<file path="src/rtl/bdsmp_pkg.sv">
package bdsmp_pkg;

  localparam int STEP  = 1000;
  localparam int NODES = 10;
  localparam int BANDS = 3;

  localparam int IDX_W  = 4;
  localparam int FRAC_W = 10;
  localparam int COEF_W = 8;
  localparam int PROD_W = 18;
  localparam int CORR_W = 20;
  localparam int CLS_W  = 2;

  localparam logic [0:0] REG_IGSO_MASK = 1'd0;
  localparam logic [0:0] REG_MEO_MASK  = 1'd1;

  localparam logic [CLS_W-1:0] CLS_OTHER = 2'd0;
  localparam logic [CLS_W-1:0] CLS_IGSO  = 2'd1;
  localparam logic [CLS_W-1:0] CLS_MEO   = 2'd2;

  typedef logic signed [COEF_W-1:0] coef_t;
  typedef logic signed [PROD_W-1:0] band_val_t;

  // centimetres, [band][10-degree node]
  localparam coef_t IGSO_TAB [BANDS][NODES] = '{
    '{-8'sd55, -8'sd40, -8'sd34, -8'sd23, -8'sd15, -8'sd4, 8'sd9, 8'sd19, 8'sd27, 8'sd35},
    '{-8'sd71, -8'sd36, -8'sd33, -8'sd19, -8'sd14, -8'sd3, 8'sd8, 8'sd17, 8'sd24, 8'sd33},
    '{-8'sd27, -8'sd23, -8'sd21, -8'sd15, -8'sd11, -8'sd4, 8'sd5, 8'sd14, 8'sd19, 8'sd32}
  };
  localparam coef_t MEO_TAB [BANDS][NODES] = '{
    '{-8'sd47, -8'sd38, -8'sd32, -8'sd23, -8'sd11, 8'sd6, 8'sd34, 8'sd69, 8'sd97, 8'sd105},
    '{-8'sd40, -8'sd31, -8'sd26, -8'sd18, -8'sd6, 8'sd9, 8'sd28, 8'sd48, 8'sd64, 8'sd69},
    '{-8'sd22, -8'sd15, -8'sd13, -8'sd10, -8'sd4, 8'sd5, 8'sd14, 8'sd27, 8'sd36, 8'sd47}
  };

  typedef struct packed {
    logic               meo;
    logic [IDX_W-1:0]   idx;
    logic [FRAC_W-1:0]  frac;
    logic [BANDS-1:0]   bands;
    logic [CLS_W-1:0]   cls;
  } dec_t;

endpackage

</file>
<file path="src/rtl/bdsmp_decode.sv">
module bdsmp_decode (
  input  logic               clk,
  input  logic               en,
  input  logic [5:0]         prn,
  input  logic signed [14:0] elevation,
  input  logic [2:0]         band_present,
  input  logic [63:0]        igso_mask,
  input  logic [63:0]        meo_mask,
  output bdsmp_pkg::dec_t    dec_r
);

  bdsmp_pkg::dec_t dec_nxt;
  logic [13:0]     emag;
  logic [13:0]     rem;
  logic [3:0]      idx;

  always_comb begin
    emag = elevation[13:0];
    idx  = 4'd0;
    for (int k = 1; k < bdsmp_pkg::NODES - 1; k++) begin
      if (emag >= 14'(k * bdsmp_pkg::STEP)) begin
        idx = 4'(k);
      end
    end
    rem = emag - 14'(idx) * 14'(bdsmp_pkg::STEP);

    dec_nxt = '0;
    if (igso_mask[prn]) begin
      dec_nxt.cls = bdsmp_pkg::CLS_IGSO;
    end else if (meo_mask[prn]) begin
      dec_nxt.cls = bdsmp_pkg::CLS_MEO;
    end else begin
      dec_nxt.cls = bdsmp_pkg::CLS_OTHER;
    end
    dec_nxt.meo   = (dec_nxt.cls == bdsmp_pkg::CLS_MEO);
    dec_nxt.bands = (dec_nxt.cls == bdsmp_pkg::CLS_OTHER) ? 3'd0 : band_present;

    if (elevation[14]) begin
      dec_nxt.idx  = 4'd0;
      dec_nxt.frac = 10'd0;
    end else if (emag >= 14'((bdsmp_pkg::NODES - 1) * bdsmp_pkg::STEP)) begin
      // top clamp: last segment at full weight on the last node
      dec_nxt.idx  = 4'(bdsmp_pkg::NODES - 2);
      dec_nxt.frac = 10'(bdsmp_pkg::STEP);
    end else begin
      dec_nxt.idx  = idx;
      dec_nxt.frac = rem[9:0];
    end
  end

  always_ff @(posedge clk) begin
    if (en) begin
      dec_r <= dec_nxt;
    end
  end

endmodule

</file>
<file path="src/rtl/bdsmp_lanes.sv">
module bdsmp_lanes (
  input  logic                 clk,
  input  logic                 en_mul,
  input  logic                 en_add,
  input  bdsmp_pkg::dec_t      dec,
  output bdsmp_pkg::band_val_t val_r [bdsmp_pkg::BANDS]
);

  bdsmp_pkg::band_val_t p0_r   [bdsmp_pkg::BANDS];
  bdsmp_pkg::band_val_t p1_r   [bdsmp_pkg::BANDS];
  bdsmp_pkg::band_val_t p0_nxt [bdsmp_pkg::BANDS];
  bdsmp_pkg::band_val_t p1_nxt [bdsmp_pkg::BANDS];
  bdsmp_pkg::band_val_t val_nxt [bdsmp_pkg::BANDS];
  bdsmp_pkg::coef_t     c0, c1;
  logic [bdsmp_pkg::BANDS-1:0] bands_r;
  logic [3:0]           idx1;
  logic [9:0]           w0;
  logic [18:0]          s;

  always_comb begin
    idx1 = dec.idx + 4'd1;
    w0   = 10'(bdsmp_pkg::STEP) - dec.frac;
    c0   = '0;
    c1   = '0;
    for (int b = 0; b < bdsmp_pkg::BANDS; b++) begin
      c0 = dec.meo ? bdsmp_pkg::MEO_TAB[b][dec.idx] : bdsmp_pkg::IGSO_TAB[b][dec.idx];
      c1 = dec.meo ? bdsmp_pkg::MEO_TAB[b][idx1]    : bdsmp_pkg::IGSO_TAB[b][idx1];
      p0_nxt[b] = 18'(c0) * 18'($signed({1'b0, w0}));
      p1_nxt[b] = 18'(c1) * 18'($signed({1'b0, dec.frac}));
    end
  end

  always_comb begin
    s = '0;
    for (int b = 0; b < bdsmp_pkg::BANDS; b++) begin
      s = 19'(p0_r[b]) + 19'(p1_r[b]);
      val_nxt[b] = bands_r[b] ? s[17:0] : 18'sd0;
    end
  end

  always_ff @(posedge clk) begin
    if (en_mul) begin
      p0_r    <= p0_nxt;
      p1_r    <= p1_nxt;
      bands_r <= dec.bands;
    end
    if (en_add) begin
      val_r <= val_nxt;
    end
  end

endmodule

</file>
<file path="src/rtl/bdsmp_sum.sv">
module bdsmp_sum (
  input  logic                 clk,
  input  logic                 en,
  input  bdsmp_pkg::band_val_t val [bdsmp_pkg::BANDS],
  input  logic [1:0]           cls,
  output logic signed [19:0]   correction_r,
  output logic [1:0]           sat_class_r
);

  logic signed [19:0] correction_nxt;

  always_comb begin
    correction_nxt = 20'sd0;
    for (int b = 0; b < bdsmp_pkg::BANDS; b++) begin
      correction_nxt = correction_nxt - 20'(val[b]);
    end
  end

  always_ff @(posedge clk) begin
    if (en) begin
      correction_r <= correction_nxt;
      sat_class_r  <= cls;
    end
  end

endmodule

</file>
<file path="src/rtl/bds2_code_multipath_correction_unit.sv">
// BDS-2 satellite-induced code multipath correction.
// Input words on in_*: PRN, elevation (0.01 deg) and band-present flags.
// Each input word yields exactly one output word on out_*: the negative
// summed correction in 1e-5 m, with the satellite class on out_tuser
// (0 other, 1 IGSO, 2 MEO). Unclassified PRNs give zero.
// cfg_we/cfg_addr/cfg_wdata write the IGSO mask (index 0) or MEO mask
// (index 1); write only while no words are in flight.
// Pipeline: decode, table lookup and multiply, band add, sum into the
// output register, which drives out_tvalid.
// Throughput is one word per cycle while out_tready is high; every stage carries its own valid
// bit, so bubbles are squeezed out.
// Synchronous reset clears both masks and all valid bits.
// When the receiver holds out_tready low the output word is held and the
// stages behind it keep filling; in_tready drops only once all four
// stages hold words.
module bds2_code_multipath_correction_unit (
  input  logic        clk,
  input  logic        rst_n,
  input  logic        in_tvalid,
  output logic        in_tready,
  input  logic [23:0] in_tdata,   // prn[5:0], elevation[20:6], band_present[23:21]
  output logic        out_tvalid,
  input  logic        out_tready,
  output logic [23:0] out_tdata,  // correction[19:0], zero[23:20]
  output logic [1:0]  out_tuser,  // sat_class[1:0]
  input  logic        cfg_we,
  input  logic [0:0]  cfg_addr,
  input  logic [63:0] cfg_wdata
);

  logic [63:0] igso_mask_r, meo_mask_r;
  logic        v1_r, v2_r, v3_r, ov_r;
  logic        rdy1, rdy2, rdy3, rdy4;
  logic [1:0]  cls2_r, cls3_r;
  logic signed [19:0] correction;
  logic [1:0]  sat_class;

  bdsmp_pkg::dec_t      dec_r;
  bdsmp_pkg::band_val_t val [bdsmp_pkg::BANDS];

  assign rdy4 = !ov_r || out_tready;
  assign rdy3 = !v3_r || rdy4;
  assign rdy2 = !v2_r || rdy3;
  assign rdy1 = !v1_r || rdy2;
  assign in_tready = rdy1;

  always_ff @(posedge clk) begin
    if (!rst_n) begin
      igso_mask_r <= '0;
      meo_mask_r  <= '0;
      v1_r        <= 1'b0;
      v2_r        <= 1'b0;
      v3_r        <= 1'b0;
      ov_r        <= 1'b0;
    end else begin
      if (cfg_we) begin
        case (cfg_addr)
          bdsmp_pkg::REG_IGSO_MASK: igso_mask_r <= cfg_wdata;
          bdsmp_pkg::REG_MEO_MASK:  meo_mask_r  <= cfg_wdata;
          default: ;
        endcase
      end
      if (rdy1) v1_r <= in_tvalid;
      if (rdy2) v2_r <= v1_r;
      if (rdy3) v3_r <= v2_r;
      if (rdy4) ov_r <= v3_r;
    end
  end

  always_ff @(posedge clk) begin
    if (rdy2) cls2_r <= dec_r.cls;
    if (rdy3) cls3_r <= cls2_r;
  end

  bdsmp_decode u_decode (
    .clk          (clk),
    .en           (rdy1),
    .prn          (in_tdata[5:0]),
    .elevation    ($signed(in_tdata[20:6])),
    .band_present (in_tdata[23:21]),
    .igso_mask    (igso_mask_r),
    .meo_mask     (meo_mask_r),
    .dec_r        (dec_r)
  );

  bdsmp_lanes u_lanes (
    .clk    (clk),
    .en_mul (rdy2),
    .en_add (rdy3),
    .dec    (dec_r),
    .val_r  (val)
  );

  bdsmp_sum u_sum (
    .clk          (clk),
    .en           (rdy4),
    .val          (val),
    .cls          (cls3_r),
    .correction_r (correction),
    .sat_class_r  (sat_class)
  );

  assign out_tvalid = ov_r;
  assign out_tdata  = {4'd0, correction};
  assign out_tuser  = sat_class;

endmodule

</file>
<file path="config.mk">
export PLATFORM = sky130hd
export DESIGN_NAME = bds2_code_multipath_correction_unit
export DESIGN_NICKNAME = d
export VERILOG_FILES = /design/src/rtl/bdsmp_pkg.sv /design/src/rtl/bdsmp_decode.sv /design/src/rtl/bdsmp_lanes.sv /design/src/rtl/bdsmp_sum.sv /design/src/rtl/bds2_code_multipath_correction_unit.sv
export SDC_FILE = /design/constraint.sdc
export NUM_CORES = 2
export LEC_CHECK = 0
export BUFFER_PORTS_ARGS = -buffer_cell sky130_fd_sc_hd__buf_2
export CORE_ASPECT_RATIO = 1.25
export CORE_MARGIN = 2
export CORE_UTILIZATION = 30
export DETAILED_ROUTE_END_ITERATION = 6
export GPL_TIMING_DRIVEN = 0
export PLACE_DENSITY_LB_ADDON = 0.2
export RECOVER_POWER = 50
export SLEW_MARGIN = 20
export SYNTH_ARGS = -nofsm -noshare
export SYNTH_HDL_FRONTEND = slang
export SYNTH_SLANG_ARGS = --single-unit
export TNS_END_PERCENT = 20
</file>
<file path="constraint.sdc">
create_clock -name clk -period 10.8 [get_ports clk]
set_input_delay 0.54 -clock clk [delete_from_list [all_inputs] [get_ports clk]]
set_output_delay 0.54 -clock clk [all_outputs]
set_load 0.02 [all_outputs]
</file>
==> run_results.csv <==
group,metric,value,unit
cts,post_cts_resize_count,0,
cts,cts_buffers,43,
timing,relSlewSlack,-114,%
timing,skew,27.2,ps
route,dr.first_iter.drc_count,1198,
floorplan,start_util,30.2,%
synthesis,synth_flop_cell,"edfxtp_1",
hold_path,hold_class,"in2reg",
placement,io_buffers,109,
critical_path,crit_fanout,13,
placement,placed_cell_area,36200,µm²
floorplan,die_w,304,µm
cts,clk_latency,620,ps
cts,clock_sinks,342,
floorplan,die-height,379,µm
cts,post_cts_buffers,0,
cells_and_area,drive_above_1_share,6.85,%
timing,tns,0,ps
synthesis,netlist_instances,3539,
cells_and_area,area_growth,11.6,%
cts,cts_tree,"built",
cells_and_area,mostFrequentLayoutCells,"inv_1 (498), ha_1 (377), nand2_1 (356)",
synthesis,synth_mux_area_share,2.84,%
grt,grt_max_degree,63,
cts,cts_buffer_depth,3,
timing,post-route-period-util,84.3,%
route,post-route-drc-count,0,
route,finalWirelength,96200,µm
placement,dp_hpwl,77900,µm
critical_path,worst-setup-path-type,"reg2reg",
cts,htreeDepth,2,
grt,grt_pass1_wl,150000,µm
synthesis,synth-edff-count,210,
cells_and_area,final_common_cell,"inv_1",
cts,hold_buffers,0,
critical_path,cp-end-kind,"flop",
synthesis,synth_xor_area_share,4.00,%
route,wl_per_cell,18.5,µm
placement,gp_routability_congestion,0.881,
timing,fmax,110,MHz
floorplan,dieArea,115000,µm²
timing,fin_crit,9100,ps
cts,path_clk_slew,60,ps
synthesis,synth-simple-area-share,15.7,%
cells_and_area,multiInputGateArea,22400,µm²
synthesis,ys_warn_count,0,
floorplan,io_pins,122,
synthesis,synth_top_family_by_area,"adder cells",
route,vias,24766,
cells_and_area,nets,4492,
timing,slew_violations,107,
timing,setup_violations,0,
grt,antenna_found_initial,19,
cells_and_area,seqCellArea,8950,µm²
synthesis,synth_compound_area_share,10.7,%
timing,grt_setup_unrepaired,"false",
route,dr.pass1.iters,5,
status,outcome,"complete, but fails checks",
floorplan,rows,137,
synthesis,syn_area,33700,µm²
status,failed_checks,"capacitance limit, slew limit",
timing,worst_slew_pin_slew,3210,ps
grt,grt_pass1_vias,25736,
critical_path,crit_arrival,9370,ps
grt,track_usage,16.9,%
grt,overflow,0,
synthesis,ys_ff_latch,342,
floorplan,core_area,112000,µm²
synthesis,synthAdderAreaFrac,32.9,%
flow_run,maxCapViolations,2,
cells_and_area,fill_cells,11698,
timing,hold_viol,0,
route,ant_nets,0,
synthesis,synth-seq-area-share,26.6,%
synthesis,synth.distinct_cells,71,
critical_path,critPathRequiredTime,11070,ps
critical_path,start_kind,"flop",
synthesis,synth.avg_cell_area,9.52,µm²
cells_and_area,design_area,37600,µm²
cts,cts_root_buffer,"clkbuf_16",
synthesis,async_reset_ff_share,0,%
route,viasPerCell,4.76,
## through the flow
step	hold WS (ps)	std cells	util, %	worst slack, ps
6_report	194	5200	33.7	1700
5_1_grt	187	5197	33.7	1340
4_1_cts	156	5194	33.7	1730
3_5_place_dp	412	5116	32.5	1760
3_3_place_gp	401	5110	32.3	1640
2_1_floorplan	400	3542	-	4150
## area by class of cell
| cell class | count | share of cell area, % |
|---|---|---|
| tap | 1459 | 4.85 |
| sequential | 342 | 23.8 |
| clock buffer | 55 | 3.06 |
| inverter | 503 | 5.02 |
| multi-input combinational | 2558 | 59.5 |
| timing repair buffer | 115 | 1.53 |
| antenna | 6 | 0.0399 |
| clock inverter | 23 | 0.685 |
| buffer | 139 | 1.48 |
## cell families after synthesis
family          after synthesis
flops                       342
mux                          43
compound gates              542
simple gates               1118
other cells                   2
xor+xnor                    154
fa+ha+maj                   696
buf+inv                     642
## final timing paths
| kind | startpoint | endpoint | slack [ps] | depth (start not counted) |
|---|---|---|---|---|
| min | in_tvalid | v1_r$_SDFFE_PN0P_ | 190 | 3 |
| min reg2reg | cls3_r[1]$_DFFE_PP_ | u_sum.sat_class_r[1]$_DFFE_PP_ | 410 | 0 |
| max reg2reg | u_decode.dec_r[15]$_SDFFCE_PP0P_ | u_lanes.p1_r[17]$_DFFE_PP_ | 1700 | 25 |
| max | u_decode.dec_r[15]$_SDFFCE_PP0P_ | u_lanes.p1_r[17]$_DFFE_PP_ | 1700 | 25 |
## routing by layer
layer | GRT usage, % | vias up | share of wire, %
met4 | 6.00 | 20 | 3.9
met5 | 0 | - | 0.14
li1 | - | 12005 | -
met2 | 31.5 | 436 | 51
met1 | 19.6 | 12159 | 41
met3 | 2.47 | 146 | 3.9
## critical path, stage by stage, from the launching register on
cell and delay, ps:
edfxtp_1 460, clkbuf_1 350, clkinv_1 520, ha_1 450, clkbuf_1 230, nand2_1 220, o21ai_0 80, nand2b_1 200
inv_1 300, clkbuf_1 690, nand2_1 380, fa_1 560, fa_1 550, inv_1 60, fa_1 530, inv_1 60
fa_1 520, inv_1 40, ha_1 320, inv_1 70, o21ai_0 290, nand3_1 160, and3_1 200, o41ai_1 560
a21oi_1 160, xnor2_1 780
## cells in the mapped netlist (all sizes together) (49+ instances only)
cell type | n | area (µm²)
inv | 500 | 1880
ha | 377 | 4720
nand2 | 358 | 1340
fa | 319 | 6390
nor2 | 300 | 1130
edfxtp | 210 | 6310
and2 | 187 | 1170
a21boi | 136 | 1020
dfxtp | 132 | 2640
a21oi | 125 | 626
clkbuf | 116 | 435
xnor2 | 116 | 1020
o21ai | 86 | 430
nor2b | 58 | 363
nor3 | 49 | 245
## sequential cells by signal, summed over array words and instances, names as in the netlist
signal / flops
u_lanes.val_r: 54
u_lanes.p1_r: 54
v3_r: 1
igso_mask_r: 64
u_lanes.bands_r: 3
u_sum.correction_r: 20
v1_r: 1
u_decode.dec_r: 19
v2_r: 1
meo_mask_r: 64
u_lanes.p0_r: 54
cls2_r: 2
cls3_r: 2
out_tvalid: 1
u_sum.sat_class_r: 2
Power is left out: the tool's default activity adds up to more than one toggle a clock period on the data nets, which glitch-free logic cannot reach.
